--- config.mk ---
export PLATFORM = sky130hd
export DESIGN_NAME = priority_ready_queue
export DESIGN_NICKNAME = d
export VERILOG_FILES = /design/src/rtl/prq_pkg.sv /design/src/rtl/prq_store.sv /design/src/rtl/prq_cmp.sv /design/src/rtl/priority_ready_queue.sv
export SDC_FILE = /design/constraint.sdc
export NUM_CORES = 1
export LEC_CHECK = 0
export BUFFER_PORTS_ARGS = -buffer_cell sky130_fd_sc_hd__buf_2
export CORE_MARGIN = 10
export CORE_UTILIZATION = 40
export CTS_CLUSTER_SIZE = 20
export DETAILED_ROUTE_END_ITERATION = 6
export HOLD_SLACK_MARGIN = 0.02
export SLEW_MARGIN = 20
export SYNTH_ARGS = -nofsm -noshare
export SYNTH_HDL_FRONTEND = slang
export SYNTH_SLANG_ARGS = --single-unit
--- constraint.sdc ---
create_clock -name clk -period 6.6 [get_ports clk]
set_input_delay 0.33 -clock clk [delete_from_list [all_inputs] [get_ports clk]]
set_output_delay 0.33 -clock clk [all_outputs]
set_load 0.05 [all_outputs]
--- src/rtl/prq_pkg.sv ---
// prq_pkg: shared types, codes and sizes for the priority ready queue
// no dependencies; imported by every module of the block

package prq_pkg;

	localparam int QUEUE_DEPTH = 16;
	localparam int ID_BITS     = 16;
	localparam int PRIO_BITS   = 8;

	localparam int IDX_W = (QUEUE_DEPTH > 1) ? $clog2(QUEUE_DEPTH) : 1;
	localparam int CNT_W = $clog2(QUEUE_DEPTH + 1);

	// stored widths: port fields are 16 and 8 bits, narrowed further by the sizes above
	localparam int SID_W   = (ID_BITS < 16) ? ID_BITS : 16;
	localparam int SPRIO_W = (PRIO_BITS < 8) ? PRIO_BITS : 8;

	localparam logic [1:0] FUNC_INSERT = 2'd0;
	localparam logic [1:0] FUNC_POP    = 2'd1;
	localparam logic [1:0] FUNC_REMOVE = 2'd2;
	localparam logic [1:0] FUNC_LOOKUP = 2'd3;

	localparam logic [1:0] ST_OK        = 2'd0;
	localparam logic [1:0] ST_EMPTY     = 2'd1;
	localparam logic [1:0] ST_NOT_FOUND = 2'd2;
	localparam logic [1:0] ST_FULL      = 2'd3;

	typedef struct packed {
		logic [1:0]  func;
		logic [15:0] proc_id;
		logic [7:0]  proc_priority;
	} prq_cmd_t;

	typedef struct packed {
		logic [1:0]  status;
		logic [15:0] out_id;
		logic [7:0]  out_priority;
		logic [4:0]  occupancy;
	} prq_rsp_t;

	typedef struct packed {
		logic [SID_W-1:0]   id;
		logic [SPRIO_W-1:0] prio;
	} prq_entry_t;

	typedef struct packed {
		logic prio_lt;
		logic id_eq;
	} prq_flags_t;

	typedef enum logic [2:0] {
		S_IDLE,
		S_INS,
		S_FIND,
		S_SHIFT,
		S_DONE
	} prq_state_t;

endpackage

--- src/rtl/prq_store.sv ---
// prq_store: entry array in queue order, one write port and one read port
// depends on prq_pkg

module prq_store
	import prq_pkg::*;
(
	input  logic             clk,
	input  logic             we,
	input  logic [IDX_W-1:0] waddr,
	input  prq_entry_t       wdata,
	input  logic [IDX_W-1:0] raddr,
	output prq_entry_t       rdata
);

	prq_entry_t slot_q [QUEUE_DEPTH];

	always_ff @(posedge clk) begin
		if (we) begin
			slot_q[waddr] <= wdata;
		end
	end

	assign rdata = slot_q[raddr];

endmodule

--- src/rtl/prq_cmp.sv ---
// prq_cmp: shared compare unit, checks one stored entry against the key
// depends on prq_pkg

module prq_cmp
	import prq_pkg::*;
(
	input  prq_entry_t entry,
	input  prq_entry_t key,
	output prq_flags_t flags
);

	assign flags.prio_lt = entry.prio < key.prio;
	assign flags.id_eq   = entry.id == key.id;

endmodule

--- src/rtl/priority_ready_queue.sv ---
// priority_ready_queue: stable priority queue of process entries with a slot-walking sequencer
// depends on prq_pkg, prq_store, prq_cmp
// insert walks from the tail and moves each lower-ranked entry back one slot, then writes the new one
// (refused when full); pop/remove find the front slot or the matching id and close the gap behind it;
// lookup scans until the match or the end of the queue; the walks cover one slot per cycle
// throughput: one item at a time, busy stays high until done; the store's single read port sets the pace
// reset (arst_n low) empties the queue and idles the sequencer; done pulses once per item

module priority_ready_queue
	import prq_pkg::*;
(
	input  logic     clk,
	input  logic     arst_n,
	input  logic     start,
	input  prq_cmd_t cmd,
	output logic     busy,
	output logic     done,
	output prq_rsp_t rsp
);

	prq_state_t state_q, state_d;

	logic [1:0]       func_q;
	prq_entry_t       key_q;
	logic [CNT_W-1:0] idx_q, idx_d;
	logic [CNT_W-1:0] cnt_q, cnt_d;
	logic [CNT_W-1:0] nxt_idx;
	prq_rsp_t         res_q, res_d;

	logic             we;
	logic [IDX_W-1:0] waddr;
	prq_entry_t       wdata;
	logic [IDX_W-1:0] raddr;
	prq_entry_t       rdata;
	prq_flags_t       flags;

	logic accept;
	logic full;
	logic shift_ins;
	logic scan_end;
	logic find_hit;
	logic shift_more;

	// entry storage and the one compare unit that the insert and search walks go through
	prq_store u_store (
		.clk   (clk),
		.we    (we),
		.waddr (waddr),
		.wdata (wdata),
		.raddr (raddr),
		.rdata (rdata)
	);

	prq_cmp u_cmp (
		.entry (rdata),
		.key   (key_q),
		.flags (flags)
	);

	assign accept     = start && (state_q == S_IDLE);
	assign nxt_idx    = idx_q + CNT_W'(1);
	assign full       = cnt_q == CNT_W'(QUEUE_DEPTH);
	// insert walks from the tail: move an entry back while it ranks below the new one
	assign shift_ins  = (idx_q != '0) && flags.prio_lt;
	assign scan_end   = idx_q >= cnt_q;
	// pop is a remove of the front slot
	assign find_hit   = (func_q == FUNC_POP) || flags.id_eq;
	assign shift_more = nxt_idx < cnt_q;

	// read address per phase: slot ahead of the hole, scanned slot, or slot behind the gap
	always_comb begin
		case (state_q)
			S_INS:   raddr = IDX_W'(idx_q - CNT_W'(1));
			S_SHIFT: raddr = nxt_idx[IDX_W-1:0];
			default: raddr = idx_q[IDX_W-1:0];
		endcase
	end

	// next state
	always_comb begin
		state_d = state_q;
		case (state_q)
			S_IDLE: begin
				if (start) begin
					state_d = (cmd.func == FUNC_INSERT) ? S_INS : S_FIND;
				end
			end
			S_INS: begin
				if (full || !shift_ins) begin
					state_d = S_DONE;
				end
			end
			S_FIND: begin
				if (scan_end) begin
					state_d = S_DONE;
				end else if (find_hit) begin
					state_d = (func_q == FUNC_LOOKUP) ? S_DONE : S_SHIFT;
				end
			end
			S_SHIFT: begin
				if (!shift_more) begin
					state_d = S_DONE;
				end
			end
			S_DONE: begin
				state_d = S_IDLE;
			end
			default: begin
				state_d = S_IDLE;
			end
		endcase
	end

	// datapath control and result assembly
	always_comb begin
		idx_d = idx_q;
		cnt_d = cnt_q;
		res_d = res_q;
		we    = 1'b0;
		waddr = idx_q[IDX_W-1:0];
		wdata = rdata;
		case (state_q)
			S_IDLE: begin
				if (start) begin
					idx_d = (cmd.func == FUNC_INSERT) ? cnt_q : '0;
				end
			end
			S_INS: begin
				if (full) begin
					res_d = '{status: ST_FULL, out_id: '0, out_priority: '0,
					          occupancy: 5'(cnt_q)};
				end else if (shift_ins) begin
					// open the hole one slot further forward
					we    = 1'b1;
					idx_d = idx_q - CNT_W'(1);
				end else begin
					we    = 1'b1;
					wdata = key_q;
					cnt_d = cnt_q + CNT_W'(1);
					res_d = '{status: ST_OK, out_id: '0, out_priority: '0,
					          occupancy: 5'(cnt_q + CNT_W'(1))};
				end
			end
			S_FIND: begin
				if (scan_end) begin
					res_d = '{status: (func_q == FUNC_POP) ? ST_EMPTY : ST_NOT_FOUND,
					          out_id: '0, out_priority: '0, occupancy: 5'(cnt_q)};
				end else if (find_hit) begin
					res_d = '{status: ST_OK, out_id: 16'(rdata.id),
					          out_priority: 8'(rdata.prio), occupancy: 5'(cnt_q)};
				end else begin
					idx_d = nxt_idx;
				end
			end
			S_SHIFT: begin
				if (shift_more) begin
					// close the gap one slot at a time
					we    = 1'b1;
					idx_d = nxt_idx;
				end else begin
					cnt_d           = cnt_q - CNT_W'(1);
					res_d.occupancy = 5'(cnt_q - CNT_W'(1));
				end
			end
			default: begin
			end
		endcase
	end

	always_ff @(posedge clk or negedge arst_n) begin
		if (!arst_n) begin
			state_q <= S_IDLE;
			cnt_q   <= '0;
		end else begin
			state_q <= state_d;
			cnt_q   <= cnt_d;
		end
	end

	// payload registers: command key, walk index and result
	always_ff @(posedge clk) begin
		if (accept) begin
			func_q  <= cmd.func;
			key_q   <= '{id: SID_W'(cmd.proc_id), prio: SPRIO_W'(cmd.proc_priority)};
		end
		idx_q <= idx_d;
		res_q <= res_d;
	end

	// outputs
	always_comb begin
		busy = state_q != S_IDLE;
		done = state_q == S_DONE;
		rsp  = res_q;
	end

	// an accepted item keeps the block busy on the next cycle
	a_accept_busy: assert property (@(posedge clk) disable iff (!arst_n)
		accept |=> busy)
		else $error("accepted item did not start the sequencer");

	// the result strobe ends the item
	a_done_idle: assert property (@(posedge clk) disable iff (!arst_n)
		done |=> !busy)
		else $error("sequencer still busy after result");

	// refused or missed operations carry no entry
	a_fail_zero: assert property (@(posedge clk) disable iff (!arst_n)
		(done && rsp.status != ST_OK) |-> (rsp.out_id == '0 && rsp.out_priority == '0))
		else $error("failed operation returned entry data");

	// full refusal only when the queue really is full
	a_full_occ: assert property (@(posedge clk) disable iff (!arst_n)
		(done && rsp.status == ST_FULL) |-> (rsp.occupancy == 5'(QUEUE_DEPTH)))
		else $error("full status with spare room");

	// occupancy reported matches the stored count
	a_occ_count: assert property (@(posedge clk) disable iff (!arst_n)
		done |-> (rsp.occupancy == 5'(cnt_q)))
		else $error("reported occupancy differs from entry count");

endmodule
==> impl_metrics.ini, run 1 <==
[placed_design]
io_buffers = 61
globalplace.congestion = 0.849
dpl.hpwl_um = 28800
dp_slack_ns = 0.415
dp.cells = 1759

[logic_synthesis]
synth-xor-area-share_pct = 1.45
ys.flop_type = edfxtp_1
netlist_instances = 1101
synthAdderAreaFrac_pct = 1.56
yosys_warnings = 0
ys_types = 66
syn_nets = 1154
synth_top_family_by_area = multiplexers
yosys.area_share.simple_pct = 6.08
yosysSeqAreaShare_pct = 70.8
syn_area_per_cell_um2 = 17.4
synthMuxAreaShare_pct = 12.1
ys_ff_latch = 454
syn_area_mm2 = 0.0192
async_flop_share_pct = 1.76
synth_edf_count = 446
synth_compound_area_share_pct = 5.89

[drt]
drtPass1Iterations = 5
avgViaCountPerCell = 5.72
drt_wl_total_um = 49000
drt_iter0_drc = 995
vias = 10700
route.detailed.drc = 0
ant_nets = 0
wire_per_inst_um = 26.2

[floorplanning]
core_mm2 = 0.0476
initial_core_util_pct = 40.3
die-area_mm2 = 0.0572
die_h_um = 239
num_io_pins = 62
die_w_um = 239
rows = 80

[cts]
cts_root_buf = clkbuf_16
htreeDepth = 2
clock_tree.buffer_depth = 3
cts_tree = done
path_clk_slew_ns = 0.07
clkSinkCount = 454
cts_setup_buffers = 0
clk_latency_ns = 0.59
cts_made_buffers = 46

[setup_path]
worstPathRequired_ns = 6.88
crit_path_start = idx_q[0]
cp_cell_sequence = inv_2, ha_1, xnor2_1, mux2_2, mux4_2, mux4_2, ha_1, a21o_1, a21o_1, a211o_1, a2111oi_0, buf_4, nand2b_1, or2_2, o21ai_4, buf_4, mux2_2
end_kind = register
cp_slowest_stage_delay_ns = 0.64
crit_fanout = 30
r2r_slack_ns = 0.37
worstSetupPathType = reg2reg
timing.rr.start = idx_q[0]
crit_arrival_ns = 6.52
crit_path_top_delay_cell = mux2_2
r2r_cells = 17
rr_endpoint = u_store.slot_q[1][10]
startpoint_type = register

[sta]
setup_tns_ns = 0
setup_violations = 0
max_freq_mhz = 160
fin_crit_ns = 6.23
tightest_slew_ns = 1.07
slew_headroom_pct = 28.2
hold_violations = 0
post-route-period-util_pct = 94.4
fin_skew_ns = 0.0183
rsz0062_at_grt = no
slew_violations = 0
setup_slack_ns = 0.367

[grt]
overflow = 0
grt_pass1_vias = 10800
grtUsageTotal_pct = 17.2
grt_antenna_before_repair = 1
grt_pass1_wl_um = 71700
grt_max_degree = 56

[finish]
antenna_cells = 0
nets = 1272
area_growth_pct = 16.0
fin_cells = 1868
utilization_pct = 46.8
layout-drive-gt1-share_pct = 26.1
fillCellCount = 4021

[worst_hold_path]
hold_class = in2async

[pwr]
powerDensity_mw_per_mm2 = 587
finalPower_mw = 13.1
ir_drop_v = 0.000333
leakage_nw = 7.41

[outcome]
status = complete, no violations

[job]
max_cap_viol_count = 0
## flip-flops by register name, indices dropped and copies added, names as in the netlist
| name | flops |
|---|---|
| cnt_q | 5 |
| state_q | 3 |
| rsp | 31 |
| key_q | 24 |
| u_store.slot_q | 384 |
| idx_q | 5 |
| func_q | 2 |
## cell families (layout without fill, tap and decap cells)
family | after synthesis | in the layout
flops | 454 | 454
mux | 119 | 119
fa+ha+maj | 24 | 24
compound gates | 156 | 156
buf+inv | 86 | 238
simple gates | 232 | 232
xor+xnor | 30 | 30
## worst max-delay path by stage
stage	slack (ns)	cells after the start	to
2_1_floorplan	0.15	19	u_store.slot_q[0][0]
3_3_place_gp	0.65	17	u_store.slot_q[3][2]
3_5_place_dp	0.41	16	u_store.slot_q[5][20]
4_1_cts	0.37	16	u_store.slot_q[11][20]
5_1_grt	0.12	17	u_store.slot_q[2][1]
6_report	0.37	17	u_store.slot_q[1][10]
## area by class of cell
class / instances / area [um^2] / share of cell area (%)
sequential: 454 / 13600 / 61.0
multi-input combinational: 561 / 5360 / 24.1
clock buffer: 57 / 1210 / 5.45
inverter: 25 / 93.8 / 0.421
tap: 615 / 769 / 3.45
timing repair buffer: 131 / 936 / 4.20
clock inverter: 25 / 313 / 1.40
## critical path: cells and delay by family, from the launching register on
kind                       cells  cell delay [ns]
adders and majority gates      2             0.63
DFF                            1             0.40
AOI/OAI and AO/OA              5             1.36
xor gates and xnor gates       1             0.42
muxes                          4             2.03
buffers and inverters          3             0.74
and+or+nand+nor                2             0.30
## what timing repair did
item	CTS	global route
hold buffers	27	0
endpoints found under the hold margin	34	0
gates resized for setup	0	0
## layer usage
layer | GRT usage (%) | routed length (um)
met1 | 21.5 | 19600
met2 | 29.1 | 24700
met3 | 3.57 | 3090
met4 | 5.81 | 1590
met5 | 0 | 0
## stage by stage
stage	hold slack (ns)	instance area [um^2]
detailed placement	0.196	20500
floorplan	0.0344	19200
finish	0.126	22300
global placement	0.191	20500
global route	0.146	22300
CTS	0.113	22300
## layout by cell type, fill, tap and decap left out, drive strengths merged, types with 4 or more instances in the layout
cell         synthesis  final
mux4                89     89
xor2                13     13
and4                 4      4
a31oi                6      6
xnor2               17     17
a21oi               22     22
nand3               29     29
edfxtp             446    446
nor2b                7      7
a221oi               5      5
nand2               69     69
a211oi              10     10
ha                  24     24
buf                 35    104
nor4                 4      4
dfrtp                8      8
and3                 4      4
a21o                 9      9
bufinv               0      7
a311oi              14     14
inv                 25     27
nand2b              25     25
dlygate4sd3          0     27
o21ai               29     29
a22oi               30     30
clkbuf              26     57
nand4                5      5
nor2                39     39
and2                10     10
nor3                26     26
clkinv               0     15
mux2                23     23
mux2i                7      7
## cell usage after synthesis (all sizes together), types with 3 or more instances
library cell / count / area share (%)
o22ai: 3 / 0.098
and3: 4 / 0.13
nand4: 5 / 0.20
nand2b: 25 / 0.81
a31o: 3 / 0.14
nand3: 29 / 0.76
xnor2: 17 / 0.85
a21o: 9 / 0.35
ha: 24 / 1.6
nor4: 4 / 0.23
mux2i: 7 / 0.36
edfxtp: 446 / 70
a22oi: 30 / 1.2
nor2: 39 / 0.80
inv: 25 / 0.49
mux4: 89 / 10
a22o: 3 / 0.14
a221oi: 5 / 0.36
xor2: 13 / 0.59
buf: 35 / 1.1
a2111oi: 3 / 0.14
a21oi: 22 / 0.57
nor3: 26 / 0.68
nand2: 69 / 1.4
dfrtp: 8 / 1.0
mux2: 23 / 1.3
o21ai: 29 / 0.79
and4: 4 / 0.18
a32oi: 3 / 0.14
o21a: 3 / 0.12
a311oi: 14 / 0.64
clkbuf: 26 / 0.51
and2: 10 / 0.33
a31oi: 6 / 0.20
nor2b: 7 / 0.24
a211oi: 10 / 0.39
## where the power goes
part / internal, mW / leakage, nW / total [mW] / switching, mW
clock: 1.58 / 0.747 / 2.66 / 1.08
sequential: 4.70 / 4.15 / 4.87 / 0.171
combinational: 1.90 / 2.52 / 5.54 / 3.64
total: 8.18 / 7.41 / 13.1 / 4.90
Note: power is estimated with default switching activity, not from simulation.
==> run 2: changes to the inputs <==
--- a/config.mk
+++ b/config.mk
@@ -11,6 +11,7 @@
 export CTS_CLUSTER_SIZE = 20
 export DETAILED_ROUTE_END_ITERATION = 6
 export HOLD_SLACK_MARGIN = 0.02
+export REMOVE_ABC_BUFFERS = 1
 export SLEW_MARGIN = 20
 export SYNTH_ARGS = -nofsm -noshare
 export SYNTH_HDL_FRONTEND = slang
==> run 2 against run 1 <==
  * Clock skew grew 0.0099 ns
  * First-iteration DRC count grew 11%
  * Clock-buffer cell count shrank 1
  * Non-clock buffer count grew 5
  * Sequential share of layout area shrank 0.20 points
  * Largest cell class unchanged
  * Die area is the same
  * Clock power is essentially flat
  * Register-to-register slack gained 0.22 ns
==> impl_metrics.ini, run 2 (same netlist as run 1, synthesis figures left out) <==
[outcome]
status = complete, no violations

[setup_path]
crit_arrival_ns = 6.27
timing.rr.start = idx_q[0]
end_kind = register
startpoint_type = register
crit_path_start = idx_q[0]
worstSetupPathType = reg2reg
worstPathRequired_ns = 6.86
crit_fanout = 22

[sta]
hold_violations = 0
rsz0062_at_grt = no
setup_violations = 0
max_freq_mhz = 166
fin_crit_ns = 6.01
slew_violations = 0
slew_headroom_pct = 24.6
fin_skew_ns = 0.0282
timing.hold.ws_ns = 0.116
tightest_slew_ns = 1.13
post-route-period-util_pct = 91.1

[grt]
grt_antenna_before_repair = 0
grtUsageTotal_pct = 17.0
overflow = 0
grt_max_degree = 57
grt_pass1_wl_um = 71300
grt_pass1_vias = 10700

[floorplanning]
num_io_pins = 62
initial_core_util_pct = 40.3
die_h_um = 239
rows = 80
core_mm2 = 0.0476
die_w_um = 239
die-area_mm2 = 0.0572

[cts]
cts_root_buf = clkbuf_16
cts_made_buffers = 49
hold_buffers = 27
path_clk_slew_ns = 0.06
htreeDepth = 2
clock_tree.buffer_depth = 3
clkSinkCount = 454
clk_latency_ns = 0.61
cts_tree = done
cts_setup_buffers = 0
ctsResizeCount = 0

[placed_design]
io_buffers = 61
globalplace.congestion = 0.836
dpl.hpwl_um = 28000
dp.cells = 1764

[finish]
largest-register = u_store.slot_q
antenna_cells = 0
final_common_cell = edfxtp_1
fillCellCount = 4007
fin_cells = 1877
largest_register_ffs = 384
area_growth_pct = 16.4
layout-drive-gt1-share_pct = 26.4
most-common-layout-cells = edfxtp_1, mux4_2, nand2_1
nets = 1280

[drt]
ant_nets = 0
avgViaCountPerCell = 5.69
drtPass1Iterations = 5
wire_per_inst_um = 25.7
drt_iter0_drc = 1107
route.detailed.drc = 0
vias = 10700
drt_wl_total_um = 48300

[pwr]
powerDensity_mw_per_mm2 = 585
leakage_nw = 7.46
finalPower_mw = 13.1
ir_drop_v = 0.000279

[job]
max_cap_viol_count = 0

[worst_hold_path]
hold_class = in2async
[run 2: final timing paths]
path / to / slack (ns) / cells after the start
min in group clk: state_q[0] / 0.26 / 5
max in group asynchronous: state_q[1] / 6.30 / 2
worst max-delay path: u_store.slot_q[8][16] / 0.59 / 16
worst min-delay path: cnt_q[2] / 0.12 / 2
worst max register to register: u_store.slot_q[8][16] / 0.59 / 16
worst min register to register: cnt_q[3] / 0.65 / 1
[run 2: metrics by stage]
stage               utilization (%)  instance area [um^2]  setup TNS (ns)  setup slack, ns
finish                         46.9                 22400               0            0.588
global route                   46.9                 22400               0            0.270
CTS                            46.9                 22300               0            0.521
detailed placement             43.1                 20500               0            0.599
global placement               43.1                 20500               0            0.767
floorplan                         -                 18900        -1196.03            -3.25
[run 2: critical path, cell delays in order, from the launching register on]
cell and delay [ns]:
edfxtp_1 0.40, inv_2 0.17, ha_1 0.32, xnor2_1 0.39, mux2_2 0.64, mux4_2 0.39
mux4_2 0.51, ha_1 0.30, a21o_1 0.18, a21o_1 0.17, a211o_1 0.33, a2111oi_0 0.39
buf_4 0.19, nand2b_1 0.15, or2_2 0.15, o21ai_4 0.14, mux2i_1 0.81
[run 2: cell type report]
class                           instances  area [um^2]  area share (%)
Tap cell                              615          769            3.44
Sequential cell                       454        13600            60.8
Clock inverter                         30          293            1.31
Timing Repair Buffer                  136          986            4.41
Clock buffer                           56         1250            5.60
Inverter                               25         93.8           0.420
Multi-Input combinational cell        561         5360            24.0
[run 2: routing by layer]
metal | wire length, um | GRT usage (%) | vias to the layer above
met4 | 1130 | 5.04 | 0
met1 | 21000 | 23.6 | 5515
met5 | 0 | 0 | -
met2 | 22700 | 26.6 | 409
li1 | - | - | 4677
met3 | 3510 | 3.27 | 82
[run 2: power by group]
group          internal (mW)  total (mW)  switching, mW
clock                   1.52        2.65           1.12
sequential              4.71        4.88          0.175
combinational           1.93        5.56           3.63
total                   8.16        13.1           4.93
==> run 3: changes to the inputs <==
--- a/config.mk
+++ b/config.mk
@@ -7,7 +7,7 @@
 export LEC_CHECK = 0
 export BUFFER_PORTS_ARGS = -buffer_cell sky130_fd_sc_hd__buf_2
 export CORE_MARGIN = 10
-export CORE_UTILIZATION = 40
+export CORE_UTILIZATION = 35
 export CTS_CLUSTER_SIZE = 20
 export DETAILED_ROUTE_END_ITERATION = 6
 export HOLD_SLACK_MARGIN = 0.02
@@ -15,4 +15,5 @@
 export SLEW_MARGIN = 20
 export SYNTH_ARGS = -nofsm -noshare
 export SYNTH_HDL_FRONTEND = slang
+export SYNTH_HIERARCHICAL = 1
 export SYNTH_SLANG_ARGS = --single-unit
==> run 3 against run 2 <==
  * First-iteration DRC count down 2.9%
  * Worst setup slack better by 0.55 ns
  * Global-route usage fell by 3.1 points
  * Via count shrank 9.6%
  * Cell area is 2.8% lower
  * Register-to-register slack improved by 0.55 ns
  * Utilization is 5.7 points lower
  * Fmax grew 10%
  * Clock-buffer cell count grew 1
  * Critical path depth unchanged
  * Routed wire length down 7.4%
  * Sequential share of layout area up 1.8 points
  * Critical endpoint is now u_store/slot_q[1][1]
  * Largest cell class unchanged
==> impl_metrics.ini, run 3 <==
[outcome]
status = complete, no violations

[grt]
grt_pass1_wl_um = 66100
grt_max_degree = 48
grt_pass1_vias = 9811
grt_antenna_before_repair = 0
grtUsageTotal_pct = 13.9
overflow = 0

[logic_synthesis]
syn_area_mm2 = 0.0187
ys.flop_type = edfxtp_1
yosys_warnings = 6
ys_types = 57
ys_ff_latch = 454
syn_area_per_cell_um2 = 19.3
yosysMostFrequentCell = edfxtp_1
synth_edf_count = 446
synth_common_cells = edfxtp_1, mux4_2, a22oi_1
netlist_instances = 968
async_flop_share_pct = 1.76
yosysSeqAreaShare_pct = 72.8
synth_area_leaders = edfxtp_1, mux4_2, a22oi_1
yosysTopAreaCellShare_pct = 71.7
yosysTopAreaCell = edfxtp_1

[worst_hold_path]
hold_class = in2async

[job]
max_cap_viol_count = 0

[sta]
timing.hold.ws_ns = 0.139
fin_skew_ns = 0.0238
post-route-period-util_pct = 82.7
max_freq_mhz = 183
fin_crit_ns = 5.46
slew_headroom_pct = 25.3
tightest_slew_ns = 1.12
setup_tns_ns = 0
rsz0062_at_grt = no
slew_violations = 0
hold_violations = 0
setup_violations = 0

[finish]
largest-register = u_store/slot_q
most-common-layout-cells = edfxtp_1, mux4_2, buf_2
area_growth_pct = 16.3
utilization_pct = 41.3
largest_register_ffs = 384
final_common_cell = edfxtp_1
nets = 1135
layout-drive-gt1-share_pct = 27.4
antenna_cells = 0

[drt]
wire_per_inst_um = 24.8
vias = 9661
ant_nets = 0
drt_wl_total_um = 44700
drt_iter0_drc = 1075
avgViaCountPerCell = 5.36
route.detailed.drc = 0
drtPass1Iterations = 5

[cts]
htreeDepth = 2
clock_tree.buffer_depth = 3
cts_tree = done
cts_made_buffers = 45
path_clk_slew_ns = 0.06
cts_root_buf = clkbuf_16
clkSinkCount = 454
clk_latency_ns = 0.57

[setup_path]
worstPathRequired_ns = 6.87
end_kind = register
r2r_slack_ns = 1.14
r2r_cells = 16
worstSetupPathType = reg2reg
startpoint_type = register
crit_arrival_ns = 5.73
crit_fanout = 24

[floorplanning]
rows = 84
initial_core_util_pct = 35.5
die_w_um = 251
die_h_um = 251
die-area_mm2 = 0.0630
core_mm2 = 0.0527
num_io_pins = 62

[placed_design]
globalplace.congestion = 0.778
dpl.hpwl_um = 24900
io_buffers = 61
==> run 3: metal layers <==
metal / up-vias / wire [um] / GRT usage (%)
li1: 4162 / - / -
met1: 5077 / 19600 / 19.3
met2: 365 / 21300 / 22.1
met3: 57 / 2960 / 2.55
met4: 0 / 864 / 3.60
met5: - / 0 / 0
==> run 3: worst paths after layout <==
| path | startpoint | to |
|---|---|---|
| max | idx_q[0] | u_store/slot_q[1][1] |
| min | arst_n | state_q[0] |
| max reg2reg | idx_q[0] | u_store/slot_q[1][1] |
| min reg2reg | cnt_q[4] | cnt_q[4] |
| max in group asynchronous | arst_n | cnt_q[0] |
| min in group clk | start | state_q[1] |
==> run 3: worst max-delay path, cell delays in order, from the launching register on <==
cell	delay (ns)
edfxtp_1	0.61
inv_1	0.21
ha_1	0.40
xnor2_1	0.20
nand2_1	0.12
o21ai_4	0.30
buf_4	0.43
mux4_2	0.35
a22oi_1	0.23
nand2_1	0.13
ha_1	0.30
o21ai_0	0.09
o21ai_0	0.23
a21oi_1	0.18
and2_4	0.20
nor2_8	0.59
mux2_2	0.54
==> run 3: logic make-up after synthesis <==
kind of cell | Yosys count | share of synthesized area [%]
and+or+nand+nor | 169 | 4.86
adders and majority gates | 23 | 1.54
AOI/OAI and AO/OA | 105 | 4.04
xor gates and xnor gates | 28 | 1.31
DFF | 454 | 72.8
muxes | 124 | 13.6
buffers and inverters | 65 | 1.82
==> run 3: area by class of cell <==
cell class | count | area (um^2)
Clock buffer | 57 | 1190
Inverter | 15 | 56.3
Clock inverter | 23 | 241
Timing Repair Buffer | 118 | 878
Multi-Input combinational cell | 449 | 4900
Sequential cell | 454 | 13600
Fill cell | 4621 | 30900
Tap cell | 688 | 861
==> run 3: timing repair <==
| item | in CTS | in global routing |
|---|---|---|
| buffers inserted | 0 | 0 |
| resized for setup | 0 | 0 |
| hold endpoints to repair | 34 | 0 |
| hold buffers | 27 | 0 |
==> run 3: per-stage QoR <==
step	instance area (um^2)	worst slack, ns	std cells
2_1_floorplan	18400	-7.17	918
3_5_place_dp	20000	1.12	1695
3_3_place_gp	20000	1.20	1695
5_1_grt	21700	0.758	1804
4_1_cts	21700	1.10	1802
6_report	21700	1.14	1804
Power of run 3 is left out: the tool's default activity adds up to more than one toggle a clock period on the data nets, which glitch-free logic cannot reach.
